===== config.mk =====
export PLATFORM = sky130hd
export DESIGN_NAME = vertex_affine_transform_bbox_flat
export DESIGN_NICKNAME = d
export VERILOG_FILES = /design/src/rtl/core/vat_pkg.sv /design/src/rtl/core/vat_if.sv /design/src/rtl/core/vertex_affine_transform_bbox.sv /design/src/rtl/core/vat_datapath.sv /design/src/rtl/core/vat_bbox.sv /design/src/flat_wrapper.sv
export VERILOG_INCLUDE_DIRS = /design/src /design/src/rtl/core
export SDC_FILE = /design/constraint.sdc
export NUM_CORES = 2
export LEC_CHECK = 0
export BUFFER_PORTS_ARGS = -buffer_cell sky130_fd_sc_hd__buf_2
export CAP_MARGIN = 40
export CORE_MARGIN = 2
export CORE_UTILIZATION = 35
export DETAILED_ROUTE_END_ITERATION = 10
export REMOVE_ABC_BUFFERS = 1
export SLEW_MARGIN = 5
export SYNTH_ARGS = -nofsm -noshare
export SYNTH_HDL_FRONTEND = slang
export SYNTH_SLANG_ARGS = --single-unit

===== constraint.sdc =====
create_clock -name clk -period 12.32 [get_ports clk]
set_input_delay 0.616 -clock clk [delete_from_list [all_inputs] [get_ports clk]]
set_output_delay 0.616 -clock clk [all_outputs]
set_load 0.01 [all_outputs]

===== src/rtl/core/vertex_affine_transform_bbox_defines.svh =====
// Assertion macros used by vertex_affine_transform_bbox.sv to check its own logic.
// Each macro expects a clock named clk and an active-low reset named rst_n.
`ifndef VERTEX_AFFINE_TRANSFORM_BBOX_DEFINES_SVH
`define VERTEX_AFFINE_TRANSFORM_BBOX_DEFINES_SVH

// Consequent must hold in the same cycle as the antecedent.
`define VAT_ASSERT_SAME(label, ante, cons) \
    label: assert property (@(posedge clk) disable iff (!rst_n) (ante) |-> (cons)) \
        else $error("vat: check failed");

// Consequent must hold in the cycle after the antecedent.
`define VAT_ASSERT_NEXT(label, ante, cons) \
    label: assert property (@(posedge clk) disable iff (!rst_n) (ante) |=> (cons)) \
        else $error("vat: check failed");

`endif


===== src/rtl/core/vat_pkg.sv =====
`default_nettype none

package vat_pkg;

    // Default parameter values.
    localparam int COORD_WIDTH_DEF = 16;
    localparam int GROUP_SIZE_DEF  = 4;

    // Configuration port geometry.
    localparam int CFG_IDX_W  = 3;
    localparam int CFG_DATA_W = 64;

    // Register indexes.
    localparam logic [CFG_IDX_W-1:0] REG_SCALE_XYZ       = 3'd0;
    localparam logic [CFG_IDX_W-1:0] REG_ROT_ROW0        = 3'd1;
    localparam logic [CFG_IDX_W-1:0] REG_ROT_ROW1        = 3'd2;
    localparam logic [CFG_IDX_W-1:0] REG_ROT_ROW2        = 3'd3;
    localparam logic [CFG_IDX_W-1:0] REG_TRANSLATION_XYZ = 3'd4;

    // Sequencer step counter.
    localparam int SEQ_CNT_W = 4;
    localparam logic [SEQ_CNT_W-1:0] SEQ_LAST = 4'd13;

    // Rounding offsets for the two fixed-point shifts.
    localparam int RND8_BIAS  = 128;
    localparam int RND14_BIAS = 8192;

    // Configuration registers, unpacked into their fields.
    typedef struct packed {
        logic [2:0][15:0]       scale;  // unsigned Q8.8, x at index 0
        logic [2:0][2:0][15:0]  rot;    // rot[row][col], signed Q2.14
        logic [2:0][19:0]       trans;  // signed Q12.8, x at index 0
    } vat_cfg_t;

    localparam vat_cfg_t CFG_RESET = '{
        scale: 48'h0A00_1400_1400,
        rot:   {48'h4000_0000_0000, 48'h0000_4000_0000, 48'h0000_0000_4000},
        trans: 60'h0
    };

    // Datapath controls issued by the sequencer for one cycle.
    typedef struct packed {
        logic       mul_en;     // load the product register
        logic       mul_scale;  // scale product rather than matrix product
        logic [1:0] mul_axis;
        logic [1:0] mul_row;
        logic       scl_wr;     // round the product into a scaled coordinate
        logic [1:0] scl_axis;
        logic       acc_en;     // add the product into the accumulator
        logic       acc_first;  // start a new row sum
        logic       tot_wr;     // capture the finished row sum
        logic       fin_en;     // translate and saturate a row
        logic [1:0] fin_row;
    } vat_ctrl_t;

    // Bounding box and grouping status for the vertex being finished.
    typedef struct packed {
        logic               quad_end;
        logic               box_valid;
        logic signed [31:0] min_x;
        logic signed [31:0] max_x;
        logic signed [31:0] min_y;
        logic signed [31:0] max_y;
        logic               incomplete;
    } vat_box_t;

endpackage

`default_nettype wire


===== src/rtl/core/vat_if.sv =====
`default_nettype none

// Vertex input channel.
interface vat_in_if #(
    parameter int COORD_WIDTH = vat_pkg::COORD_WIDTH_DEF
);
    logic                          valid;
    logic                          ready;
    logic signed [COORD_WIDTH-1:0] in_x;
    logic signed [COORD_WIDTH-1:0] in_y;
    logic signed [COORD_WIDTH-1:0] in_z;
    logic                          last_vertex;

    modport source (output valid, in_x, in_y, in_z, last_vertex, input ready);
    modport sink   (input valid, in_x, in_y, in_z, last_vertex, output ready);
endinterface

// Transformed vertex output channel.
interface vat_out_if;
    logic               valid;
    logic               ready;
    logic signed [31:0] out_x;
    logic signed [31:0] out_y;
    logic signed [31:0] out_z;
    logic               quad_end;
    logic               box_valid;
    logic signed [31:0] box_min_x;
    logic signed [31:0] box_max_x;
    logic signed [31:0] box_min_y;
    logic signed [31:0] box_max_y;
    logic               incomplete_quad;

    modport source (output valid, out_x, out_y, out_z, quad_end, box_valid,
                    box_min_x, box_max_x, box_min_y, box_max_y, incomplete_quad,
                    input ready);
    modport sink   (input valid, out_x, out_y, out_z, quad_end, box_valid,
                    box_min_x, box_max_x, box_min_y, box_max_y, incomplete_quad,
                    output ready);
endinterface

// Configuration write channel.
interface vat_cfg_if;
    logic                            valid;
    logic                            ready;
    logic [vat_pkg::CFG_IDX_W-1:0]   index;
    logic [vat_pkg::CFG_DATA_W-1:0]  data;

    modport source (output valid, index, data, input ready);
    modport sink   (input valid, index, data, output ready);
endinterface

`default_nettype wire


===== src/rtl/core/vertex_affine_transform_bbox.sv =====
// Channel   Direction  Contents
// vtx_in    sink       in_x, in_y, in_z (signed Q8.8), last_vertex
// vtx_out   source     out_x/y/z (Q24.8), quad_end, box_valid, corners, incomplete_quad
// cfg       sink       index, data: writes one configuration register
//
// Each vertex is accepted in the idle state; in the run state the single shared
// multiplier forms three scale and nine matrix products, then drains its pipeline,
// and the final state loads the output register. No new vertex is taken until the
// block is idle again. A result that is not taken holds the block in its final
// state until the output register is free. Reset restores the identity matrix, the
// default scales and an empty box. Configuration writes are taken in every cycle.
`default_nettype none

`include "vertex_affine_transform_bbox_defines.svh"

module vertex_affine_transform_bbox #(
    parameter int GROUP_SIZE  = vat_pkg::GROUP_SIZE_DEF,
    parameter int COORD_WIDTH = vat_pkg::COORD_WIDTH_DEF
) (
    input  wire logic clk,
    input  wire logic rst_n,
    vat_in_if.sink    vtx_in,
    vat_out_if.source vtx_out,
    vat_cfg_if.sink   cfg
);

    typedef enum logic [2:0] {
        ST_IDLE = 3'b001,
        ST_RUN  = 3'b010,
        ST_FIN  = 3'b100
    } vat_state_t;

    vat_state_t                        state_reg;
    vat_state_t                        state_next;
    logic [vat_pkg::SEQ_CNT_W-1:0]     cnt_reg;
    logic [vat_pkg::SEQ_CNT_W-1:0]     cnt_next;
    vat_pkg::vat_ctrl_t                ctrl;
    vat_pkg::vat_cfg_t                 cfg_reg;
    vat_pkg::vat_box_t                 box;
    logic signed [COORD_WIDTH-1:0]     crd_x_reg;
    logic signed [COORD_WIDTH-1:0]     crd_y_reg;
    logic signed [COORD_WIDTH-1:0]     crd_z_reg;
    logic                              last_reg;
    logic signed [31:0]                res_x;
    logic signed [31:0]                res_y;
    logic signed [31:0]                res_z;
    logic                              in_fire;
    logic                              fin_fire;
    logic                              out_valid_reg;
    logic signed [31:0]                out_x_reg;
    logic signed [31:0]                out_y_reg;
    logic signed [31:0]                out_z_reg;
    vat_pkg::vat_box_t                 out_box_reg;
    logic                              out_box_shown;
    logic                              out_box_ordered;

    // Handshakes.
    assign vtx_in.ready = (state_reg == ST_IDLE);
    assign in_fire      = vtx_in.valid && vtx_in.ready;
    assign fin_fire     = (state_reg == ST_FIN) && (!out_valid_reg || vtx_out.ready);
    assign cfg.ready    = 1'b1;

    // Sequencer state.
    always_comb
    begin
        state_next = state_reg;
        cnt_next   = cnt_reg;
        unique case (state_reg)
            ST_IDLE:
            begin
                cnt_next = '0;
                if (in_fire)
                begin
                    state_next = ST_RUN;
                end
            end
            ST_RUN:
            begin
                cnt_next = cnt_reg + vat_pkg::SEQ_CNT_W'(1);
                if (cnt_reg == vat_pkg::SEQ_LAST)
                begin
                    state_next = ST_FIN;
                end
            end
            ST_FIN:
            begin
                if (fin_fire)
                begin
                    state_next = ST_IDLE;
                end
            end
            default:
            begin
                state_next = ST_IDLE;
            end
        endcase
    end

    always_ff @(posedge clk or negedge rst_n)
    begin
        if (!rst_n)
        begin
            state_reg <= ST_IDLE;
            cnt_reg   <= '0;
        end
        else
        begin
            state_reg <= state_next;
            cnt_reg   <= cnt_next;
        end
    end

    // Step schedule: products in steps 0 to 11, each consumed in the step after it;
    // a row sum is finished in the step after it is captured.
    always_comb
    begin
        ctrl = '0;
        if (state_reg == ST_RUN)
        begin
            unique case (cnt_reg)
                4'd0:
                begin
                    ctrl.mul_en = 1'b1; ctrl.mul_scale = 1'b1; ctrl.mul_axis = 2'd0;
                end
                4'd1:
                begin
                    ctrl.mul_en = 1'b1; ctrl.mul_scale = 1'b1; ctrl.mul_axis = 2'd1;
                    ctrl.scl_wr = 1'b1; ctrl.scl_axis = 2'd0;
                end
                4'd2:
                begin
                    ctrl.mul_en = 1'b1; ctrl.mul_scale = 1'b1; ctrl.mul_axis = 2'd2;
                    ctrl.scl_wr = 1'b1; ctrl.scl_axis = 2'd1;
                end
                4'd3:
                begin
                    ctrl.mul_en = 1'b1; ctrl.mul_row = 2'd0; ctrl.mul_axis = 2'd0;
                    ctrl.scl_wr = 1'b1; ctrl.scl_axis = 2'd2;
                end
                4'd4:
                begin
                    ctrl.mul_en = 1'b1; ctrl.mul_row = 2'd0; ctrl.mul_axis = 2'd1;
                    ctrl.acc_en = 1'b1; ctrl.acc_first = 1'b1;
                end
                4'd5:
                begin
                    ctrl.mul_en = 1'b1; ctrl.mul_row = 2'd0; ctrl.mul_axis = 2'd2;
                    ctrl.acc_en = 1'b1;
                end
                4'd6:
                begin
                    ctrl.mul_en = 1'b1; ctrl.mul_row = 2'd1; ctrl.mul_axis = 2'd0;
                    ctrl.acc_en = 1'b1; ctrl.tot_wr = 1'b1;
                end
                4'd7:
                begin
                    ctrl.mul_en = 1'b1; ctrl.mul_row = 2'd1; ctrl.mul_axis = 2'd1;
                    ctrl.acc_en = 1'b1; ctrl.acc_first = 1'b1;
                    ctrl.fin_en = 1'b1; ctrl.fin_row = 2'd0;
                end
                4'd8:
                begin
                    ctrl.mul_en = 1'b1; ctrl.mul_row = 2'd1; ctrl.mul_axis = 2'd2;
                    ctrl.acc_en = 1'b1;
                end
                4'd9:
                begin
                    ctrl.mul_en = 1'b1; ctrl.mul_row = 2'd2; ctrl.mul_axis = 2'd0;
                    ctrl.acc_en = 1'b1; ctrl.tot_wr = 1'b1;
                end
                4'd10:
                begin
                    ctrl.mul_en = 1'b1; ctrl.mul_row = 2'd2; ctrl.mul_axis = 2'd1;
                    ctrl.acc_en = 1'b1; ctrl.acc_first = 1'b1;
                    ctrl.fin_en = 1'b1; ctrl.fin_row = 2'd1;
                end
                4'd11:
                begin
                    ctrl.mul_en = 1'b1; ctrl.mul_row = 2'd2; ctrl.mul_axis = 2'd2;
                    ctrl.acc_en = 1'b1;
                end
                4'd12:
                begin
                    ctrl.acc_en = 1'b1; ctrl.tot_wr = 1'b1;
                end
                4'd13:
                begin
                    ctrl.fin_en = 1'b1; ctrl.fin_row = 2'd2;
                end
                default:
                begin
                    ctrl = '0;
                end
            endcase
        end
    end

    // Configuration registers; unknown indexes are ignored.
    always_ff @(posedge clk or negedge rst_n)
    begin
        if (!rst_n)
        begin
            cfg_reg <= vat_pkg::CFG_RESET;
        end
        else if (cfg.valid && cfg.ready)
        begin
            unique case (cfg.index)
                vat_pkg::REG_SCALE_XYZ:       cfg_reg.scale  <= cfg.data[47:0];
                vat_pkg::REG_ROT_ROW0:        cfg_reg.rot[0] <= cfg.data[47:0];
                vat_pkg::REG_ROT_ROW1:        cfg_reg.rot[1] <= cfg.data[47:0];
                vat_pkg::REG_ROT_ROW2:        cfg_reg.rot[2] <= cfg.data[47:0];
                vat_pkg::REG_TRANSLATION_XYZ: cfg_reg.trans  <= cfg.data[59:0];
                default:
                begin
                    cfg_reg <= cfg_reg;
                end
            endcase
        end
    end

    // Input capture.
    always_ff @(posedge clk)
    begin
        if (in_fire)
        begin
            crd_x_reg <= vtx_in.in_x;
            crd_y_reg <= vtx_in.in_y;
            crd_z_reg <= vtx_in.in_z;
            last_reg  <= vtx_in.last_vertex;
        end
    end

    vat_datapath #(
        .COORD_WIDTH (COORD_WIDTH)
    ) u_datapath (
        .clk   (clk),
        .cfg   (cfg_reg),
        .ctrl  (ctrl),
        .crd_x (crd_x_reg),
        .crd_y (crd_y_reg),
        .crd_z (crd_z_reg),
        .res_x (res_x),
        .res_y (res_y),
        .res_z (res_z)
    );

    vat_bbox #(
        .GROUP_SIZE (GROUP_SIZE)
    ) u_bbox (
        .clk    (clk),
        .rst_n  (rst_n),
        .update (fin_fire),
        .last   (last_reg),
        .res_x  (res_x),
        .res_y  (res_y),
        .box    (box)
    );

    // Output register: holds a result until its transaction completes.
    always_ff @(posedge clk or negedge rst_n)
    begin
        if (!rst_n)
        begin
            out_valid_reg <= 1'b0;
        end
        else if (fin_fire)
        begin
            out_valid_reg <= 1'b1;
        end
        else if (vtx_out.ready)
        begin
            out_valid_reg <= 1'b0;
        end
    end

    always_ff @(posedge clk)
    begin
        if (fin_fire)
        begin
            out_x_reg   <= res_x;
            out_y_reg   <= res_y;
            out_z_reg   <= res_z;
            out_box_reg <= box;
        end
    end

    assign vtx_out.valid           = out_valid_reg;
    assign vtx_out.out_x           = out_x_reg;
    assign vtx_out.out_y           = out_y_reg;
    assign vtx_out.out_z           = out_z_reg;
    assign vtx_out.quad_end        = out_box_reg.quad_end;
    assign vtx_out.box_valid       = out_box_reg.box_valid;
    assign vtx_out.box_min_x       = out_box_reg.min_x;
    assign vtx_out.box_max_x       = out_box_reg.max_x;
    assign vtx_out.box_min_y       = out_box_reg.min_y;
    assign vtx_out.box_max_y       = out_box_reg.max_y;
    assign vtx_out.incomplete_quad = out_box_reg.incomplete;

    // A reported box must have its corners in order.
    assign out_box_shown   = vtx_out.valid && vtx_out.box_valid;
    assign out_box_ordered = (vtx_out.box_min_x <= vtx_out.box_max_x)
                             && (vtx_out.box_min_y <= vtx_out.box_max_y);

    // Checks on the sequencer and the box.
    `VAT_ASSERT_NEXT(a_busy_after_accept, in_fire, !vtx_in.ready)
    `VAT_ASSERT_SAME(a_result_from_fin, $rose(out_valid_reg), $past(state_reg) == ST_FIN)
    `VAT_ASSERT_SAME(a_box_ordered, out_box_shown, out_box_ordered)

endmodule

`default_nettype wire


===== src/rtl/core/vat_datapath.sv =====
`default_nettype none

module vat_datapath #(
    parameter int COORD_WIDTH = vat_pkg::COORD_WIDTH_DEF
) (
    input  wire logic                          clk,
    input  wire vat_pkg::vat_cfg_t             cfg,
    input  wire vat_pkg::vat_ctrl_t            ctrl,
    input  wire logic signed [COORD_WIDTH-1:0] crd_x,
    input  wire logic signed [COORD_WIDTH-1:0] crd_y,
    input  wire logic signed [COORD_WIDTH-1:0] crd_z,
    output logic signed [31:0]                 res_x,
    output logic signed [31:0]                 res_y,
    output logic signed [31:0]                 res_z
);

    // Scaled coordinate, product, row sum, shifted row sum and translated sum widths.
    localparam int SC_W  = COORD_WIDTH + 10;
    localparam int P_W   = SC_W + 17;
    localparam int ACC_W = P_W + 2;
    localparam int SH_W  = ACC_W - 14;
    localparam int SUM_W = (SH_W + 1 > 33) ? SH_W + 1 : 33;

    logic signed [COORD_WIDTH-1:0] crd [3];
    logic signed [SC_W-1:0]        scaled_reg [3];
    logic signed [SC_W-1:0]        mul_a;
    logic signed [16:0]            mul_b;
    logic signed [P_W-1:0]         prod_reg;
    logic signed [P_W-1:0]         rnd8;
    logic signed [ACC_W-1:0]       acc_reg;
    logic signed [ACC_W-1:0]       acc_next;
    logic signed [ACC_W-1:0]       tot_reg;
    logic signed [SH_W-1:0]        shifted;
    logic signed [19:0]            trans;
    logic signed [SUM_W-1:0]       sum;
    logic [31:0]                   sat;
    logic signed [31:0]            res_reg [3];

    assign crd[0] = crd_x;
    assign crd[1] = crd_y;
    assign crd[2] = crd_z;

    // Operand selection for the shared multiplier.
    always_comb
    begin
        if (ctrl.mul_scale)
        begin
            mul_a = SC_W'(crd[ctrl.mul_axis]);
            mul_b = {1'b0, cfg.scale[ctrl.mul_axis]};
        end
        else
        begin
            mul_a = scaled_reg[ctrl.mul_axis];
            mul_b = 17'($signed(cfg.rot[ctrl.mul_row][ctrl.mul_axis]));
        end
    end

    // Rounding of a scale product, and the running row sum. The row sum
    // starts from the rounding offset, so the final shift needs no add.
    assign rnd8     = prod_reg + P_W'(vat_pkg::RND8_BIAS);
    assign acc_next = (ctrl.acc_first ? ACC_W'(vat_pkg::RND14_BIAS) : acc_reg)
                      + ACC_W'(prod_reg);

    // Translation and saturation of a finished row.
    assign shifted = tot_reg[ACC_W-1:14];
    assign trans   = cfg.trans[ctrl.fin_row];
    assign sum     = SUM_W'(shifted) + SUM_W'(trans);

    always_comb
    begin
        if ((&sum[SUM_W-1:31]) || !(|sum[SUM_W-1:31]))
        begin
            sat = sum[31:0];
        end
        else
        begin
            sat = {sum[SUM_W-1], {31{~sum[SUM_W-1]}}};
        end
    end

    // Multiplier, scaled coordinates, accumulator and results.
    always_ff @(posedge clk)
    begin
        if (ctrl.mul_en)
        begin
            prod_reg <= mul_a * mul_b;
        end
        if (ctrl.scl_wr)
        begin
            scaled_reg[ctrl.scl_axis] <= rnd8[SC_W+7:8];
        end
        if (ctrl.acc_en)
        begin
            acc_reg <= acc_next;
        end
        if (ctrl.tot_wr)
        begin
            tot_reg <= acc_next;
        end
        if (ctrl.fin_en)
        begin
            res_reg[ctrl.fin_row] <= sat;
        end
    end

    assign res_x = res_reg[0];
    assign res_y = res_reg[1];
    assign res_z = res_reg[2];

endmodule

`default_nettype wire


===== src/rtl/core/vat_bbox.sv =====
`default_nettype none

module vat_bbox #(
    parameter int GROUP_SIZE = vat_pkg::GROUP_SIZE_DEF
) (
    input  wire logic               clk,
    input  wire logic               rst_n,
    input  wire logic               update,
    input  wire logic               last,
    input  wire logic signed [31:0] res_x,
    input  wire logic signed [31:0] res_y,
    output vat_pkg::vat_box_t       box
);

    localparam int QP_W = (GROUP_SIZE > 1) ? $clog2(GROUP_SIZE) : 1;
    localparam logic [QP_W-1:0] QP_LAST = QP_W'(GROUP_SIZE - 1);

    logic               first_pending_reg;
    logic [QP_W-1:0]    quad_pos_reg;
    logic [QP_W-1:0]    quad_pos_next;
    logic               qend;
    logic signed [31:0] min_x_reg;
    logic signed [31:0] max_x_reg;
    logic signed [31:0] min_y_reg;
    logic signed [31:0] max_y_reg;
    logic signed [31:0] min_x_next;
    logic signed [31:0] max_x_next;
    logic signed [31:0] min_y_next;
    logic signed [31:0] max_y_next;

    // Group position of this vertex.
    assign qend          = (quad_pos_reg == QP_LAST);
    assign quad_pos_next = qend ? '0 : quad_pos_reg + QP_W'(1);

    // Box including this vertex; the first vertex of a list sets all corners.
    assign min_x_next = (first_pending_reg || res_x < min_x_reg) ? res_x : min_x_reg;
    assign max_x_next = (first_pending_reg || res_x > max_x_reg) ? res_x : max_x_reg;
    assign min_y_next = (first_pending_reg || res_y < min_y_reg) ? res_y : min_y_reg;
    assign max_y_next = (first_pending_reg || res_y > max_y_reg) ? res_y : max_y_reg;

    // Status reported with the vertex; box fields read zero except on the last.
    always_comb
    begin
        box.quad_end   = qend;
        box.box_valid  = last;
        box.min_x      = last ? min_x_next : '0;
        box.max_x      = last ? max_x_next : '0;
        box.min_y      = last ? min_y_next : '0;
        box.max_y      = last ? max_y_next : '0;
        box.incomplete = last && !qend;
    end

    // Box and group state; the end of a list clears it for the next one.
    always_ff @(posedge clk or negedge rst_n)
    begin
        if (!rst_n)
        begin
            first_pending_reg <= 1'b1;
            quad_pos_reg      <= '0;
            min_x_reg         <= '0;
            max_x_reg         <= '0;
            min_y_reg         <= '0;
            max_y_reg         <= '0;
        end
        else if (update)
        begin
            if (last)
            begin
                first_pending_reg <= 1'b1;
                quad_pos_reg      <= '0;
                min_x_reg         <= '0;
                max_x_reg         <= '0;
                min_y_reg         <= '0;
                max_y_reg         <= '0;
            end
            else
            begin
                first_pending_reg <= 1'b0;
                quad_pos_reg      <= quad_pos_next;
                min_x_reg         <= min_x_next;
                max_x_reg         <= max_x_next;
                min_y_reg         <= min_y_next;
                max_y_reg         <= max_y_next;
            end
        end
    end

endmodule

`default_nettype wire

===== src/flat_wrapper.sv =====
// flat-port wrapper written by rule: the top's interface ports become plain ports
module vertex_affine_transform_bbox_flat 
#(
    parameter int GROUP_SIZE  = vat_pkg::GROUP_SIZE_DEF,
    parameter int COORD_WIDTH = vat_pkg::COORD_WIDTH_DEF
)
  (clk, rst_n, vtx_in_valid, vtx_in_in_x, vtx_in_in_y, vtx_in_in_z, vtx_in_last_vertex, vtx_in_ready, vtx_out_valid, vtx_out_out_x, vtx_out_out_y, vtx_out_out_z, vtx_out_quad_end, vtx_out_box_valid, vtx_out_box_min_x, vtx_out_box_max_x, vtx_out_box_min_y, vtx_out_box_max_y, vtx_out_incomplete_quad, vtx_out_ready, cfg_valid, cfg_index, cfg_data, cfg_ready);
  vat_in_if #(.COORD_WIDTH(COORD_WIDTH)) vtx_in_i ();
  vat_out_if vtx_out_i ();
  vat_cfg_if cfg_i ();
  input  wire logic clk;
  input  wire logic rst_n;
  input wire logic [$bits(vtx_in_i.valid)-1:0] vtx_in_valid;
  input wire logic [$bits(vtx_in_i.in_x)-1:0] vtx_in_in_x;
  input wire logic [$bits(vtx_in_i.in_y)-1:0] vtx_in_in_y;
  input wire logic [$bits(vtx_in_i.in_z)-1:0] vtx_in_in_z;
  input wire logic [$bits(vtx_in_i.last_vertex)-1:0] vtx_in_last_vertex;
  output wire logic [$bits(vtx_in_i.ready)-1:0] vtx_in_ready;
  output wire logic [$bits(vtx_out_i.valid)-1:0] vtx_out_valid;
  output wire logic [$bits(vtx_out_i.out_x)-1:0] vtx_out_out_x;
  output wire logic [$bits(vtx_out_i.out_y)-1:0] vtx_out_out_y;
  output wire logic [$bits(vtx_out_i.out_z)-1:0] vtx_out_out_z;
  output wire logic [$bits(vtx_out_i.quad_end)-1:0] vtx_out_quad_end;
  output wire logic [$bits(vtx_out_i.box_valid)-1:0] vtx_out_box_valid;
  output wire logic [$bits(vtx_out_i.box_min_x)-1:0] vtx_out_box_min_x;
  output wire logic [$bits(vtx_out_i.box_max_x)-1:0] vtx_out_box_max_x;
  output wire logic [$bits(vtx_out_i.box_min_y)-1:0] vtx_out_box_min_y;
  output wire logic [$bits(vtx_out_i.box_max_y)-1:0] vtx_out_box_max_y;
  output wire logic [$bits(vtx_out_i.incomplete_quad)-1:0] vtx_out_incomplete_quad;
  input wire logic [$bits(vtx_out_i.ready)-1:0] vtx_out_ready;
  input wire logic [$bits(cfg_i.valid)-1:0] cfg_valid;
  input wire logic [$bits(cfg_i.index)-1:0] cfg_index;
  input wire logic [$bits(cfg_i.data)-1:0] cfg_data;
  output wire logic [$bits(cfg_i.ready)-1:0] cfg_ready;
  assign vtx_in_i.valid = vtx_in_valid;
  assign vtx_in_i.in_x = vtx_in_in_x;
  assign vtx_in_i.in_y = vtx_in_in_y;
  assign vtx_in_i.in_z = vtx_in_in_z;
  assign vtx_in_i.last_vertex = vtx_in_last_vertex;
  assign vtx_in_ready = vtx_in_i.ready;
  assign vtx_out_valid = vtx_out_i.valid;
  assign vtx_out_out_x = vtx_out_i.out_x;
  assign vtx_out_out_y = vtx_out_i.out_y;
  assign vtx_out_out_z = vtx_out_i.out_z;
  assign vtx_out_quad_end = vtx_out_i.quad_end;
  assign vtx_out_box_valid = vtx_out_i.box_valid;
  assign vtx_out_box_min_x = vtx_out_i.box_min_x;
  assign vtx_out_box_max_x = vtx_out_i.box_max_x;
  assign vtx_out_box_min_y = vtx_out_i.box_min_y;
  assign vtx_out_box_max_y = vtx_out_i.box_max_y;
  assign vtx_out_incomplete_quad = vtx_out_i.incomplete_quad;
  assign vtx_out_i.ready = vtx_out_ready;
  assign cfg_i.valid = cfg_valid;
  assign cfg_i.index = cfg_index;
  assign cfg_i.data = cfg_data;
  assign cfg_ready = cfg_i.ready;
  vertex_affine_transform_bbox #(.GROUP_SIZE(GROUP_SIZE), .COORD_WIDTH(COORD_WIDTH)) u_core (.clk(clk), .rst_n(rst_n), .vtx_in(vtx_in_i), .vtx_out(vtx_out_i), .cfg(cfg_i));
endmodule

==> flow_summary_export.csv <==
group,metric,value,unit
critical_path,reg2reg_depth,29,
grt,busiest_layer,"met2",
clock_tree,postCtsSetupBuffers,0,
yosys,synth-seq-cells,960,
timing,finalSetupViolations,0,
floorplan,start_util,0.3530,
route,wl_per_cell,20.98,um
clock_tree,h-tree-depth,3,
yosys,synthDistinctLibCells,93,
clock_tree,cts_tree,"done",
place,pre_cts_slack,2.512,ns
timing,skew,0.05927,ns
grt,grt.overflow.total,0,
grt,gr-usage-all-layers,0.1917,
grt,grt_max_degree,143,
route,detail-route-antenna-nets,0,
critical_path,cp_max_fo,60,
clock_tree,cts-hold-fix-buffers,48,
timing,hold_ws,0.01192,ns
layout,drive_above_1_share,0.1688,
clock_tree,cts_resized,0,
timing,tns,0,ns
critical_path,critical-path-max-stage-delay,0.66,ns
yosys,synth_edf_count,569,
yosys,synth_area_per_cell,11.37,um^2
critical_path,cp-end-kind,"flop",
place,dp_hpwl,125600,um
timing,finalCritPeriodShare,0.7998,
floorplan,fp.dieW,420.6,um
layout,fillers,16360,
yosys,syn_area,60750,um^2
route,drtPass1Iterations,5,
timing,layout_min_cycle_time,9.853,ns
route,dr.first_iter.drc_count,3040,
place,portBuffers,345,
floorplan,pin_count,351,
route,drcViolationCount,0,
critical_path,slowest_stage,"o21a_1",
floorplan,coreArea,172100,um^2
yosys,yosysWarnings,0,
layout,ff_latch_area,26880,um^2
timing,slew_headroom,0.2819,
grt,grtUsageMet3,0.02510,
timing,hold_violations,0,
critical_path,reg2reg_to,"u_core.u_datapath.prod_reg[39]",
floorplan,fp.dieH,420.6,um
place,gp_congestion,0.8814,
clock_tree,clk_pin_slew,0.06,ns
grt,grt_use_met1,0.2568,
route,via_per_inst,5.134,
yosys,synthCells,5341,
critical_path,crit_arrival,10.29,ns
layout,multi_input_area,30740,um^2
critical_path,cp_common_cell,"fa_1",
clock_tree,cts.path.max_buffers,3,
yosys,ys_seq_area_frac,0.4425,
critical_path,required,12.76,ns
outcome,status,"finished clean",
critical_path,regToRegSetupSlack,2.47,ns
grt,grt_pass1_vias,42610,
grt,met2_usage,0.3172,
layout,syn_to_final_growth,14.54,%
timing,worst_slack,2.467,ns
layout,largest_reg_flops,252,
clock_tree,cts_buffers,104,
floorplan,design.die.area,176900,um^2
critical_path,worst_setup_path_start_kind,"flop",
yosys,ys.flop_type,"edfxtp_1",
clock_tree,root_buffer,"clkbuf_16",
route,wl,171000,um
timing,fmax,101.5,MHz
clock_tree,insertion_delay,0.75,ns
timing,worstMarginPinSlew,1.077,ns
timing,rsz0062_at_grt,"no",
timing,drv_slew,0,
route,vias,41830,
layout,fin_nets,6615,
floorplan,rows,152,
critical_path,timing.rr.start,"u_core.cnt_reg[0]",
grt,grt_pass1_wl,259100,um
clock_tree,cts_sinks,960,
critical_path,critPathKind,"flop to flop",
yosys,async_flop_share,0.4073,
flow_run,maxCapViolCount,0,
critical_path,critPathLaunch,"u_core.cnt_reg[0]",
worst_hold_path,min_path_type,"input pin to async pin",
grt,antenna_found_initial,6,
[Yosys cell counts (all sizes together), types with 80 or more instances]
| library cell | count | share of area |
|---|---|---|
| o21ai | 159 | 0.014 |
| fa | 433 | 0.14 |
| nor2b | 196 | 0.020 |
| clkbuf | 89 | 0.0055 |
| a21o | 80 | 0.0099 |
| mux2 | 253 | 0.047 |
| xnor2 | 95 | 0.014 |
| buf | 127 | 0.011 |
| inv | 625 | 0.039 |
| edfxtp | 569 | 0.28 |
| ha | 315 | 0.065 |
| a21oi | 203 | 0.017 |
| nor2 | 340 | 0.021 |
| dfrtp | 380 | 0.16 |
| nand2 | 565 | 0.035 |
| mux2i | 145 | 0.024 |
[metrics by stage]
step                        util  instance area (um^2)  cells
after floorplan                -                 59740   5125
after global placement    0.3791                 65240   7860
after detailed placement  0.3822                 65780   7901
after CTS                 0.4042                 69570   8145
after global routing      0.4043                 69590   8148
final                     0.4043                 69590   8148
[worst max-delay path: cells and delay by family (launching register included)]
kind / cells / cell delay [ns]
adders and majority gates: 8 / 3.78
AOI/OAI and AO/OA: 9 / 3.19
and+or+nand+nor: 7 / 1.60
buffers and inverters: 5 / 0.55
DFF: 1 / 0.43
[metal layers]
layer / share of wire / wire length (um)
met5: 0 / 0
met4: 0.034 / 5787
met3: 0.052 / 8871
met2: 0.48 / 82310
met1: 0.43 / 74000
[cells in the final DEF, fill, tap and decap left out, drive strengths merged, types with 28 or more instances in the layout]
cell	count
a21o	80
a21oi	203
a22o	79
a22oi	39
and2	29
buf	467
clkbuf	146
clkinv	36
dfrtp	380
dlygate4sd3	48
edfxtp	569
fa	433
ha	315
inv	632
mux2	253
mux2i	145
nand2	565
nand2b	52
nand3	74
nand4	33
nor2	340
nor2b	196
nor3	37
o21a	37
o21ai	159
o2bb2ai	28
xnor2	95
xor2	38
[logic make-up after synthesis]
kind of cell    synth area share
compound gates           0.09394
xor+xnor                 0.01917
fa+ha+maj                 0.2076
buf+inv                  0.05532
flops                     0.4425
mux                      0.07079
other cells           0.00006173
simple gates              0.1106
[final cells by class]
type,instances,share of cell area
inverter,625,0.03382
clock buffer,146,0.04155
antenna,2,0.00007192
timing repair buffer,515,0.04901
sequential,960,0.3863
tap,2310,0.04153
clock inverter,50,0.005934
multi-input combinational,3540,0.4417
[how the worst max path moves through the flow]
stage / end / slack, ns / cells past startpoint
finish: u_core.u_datapath.prod_reg[39] / 2.47 / 29
global route: u_core.u_datapath.prod_reg[39] / 1.96 / 29
CTS: u_core.u_datapath.prod_reg[39] / 2.46 / 29
detailed placement: u_core.u_datapath.prod_reg[39] / 2.51 / 29
global placement: u_core.u_datapath.prod_reg[40] / 2.38 / 33
floorplan: u_core.u_datapath.prod_reg[39] / 2.39 / 30
Power is left out: the tool's default activity adds up to more than one toggle a clock period on the data nets, which glitch-free logic cannot reach.
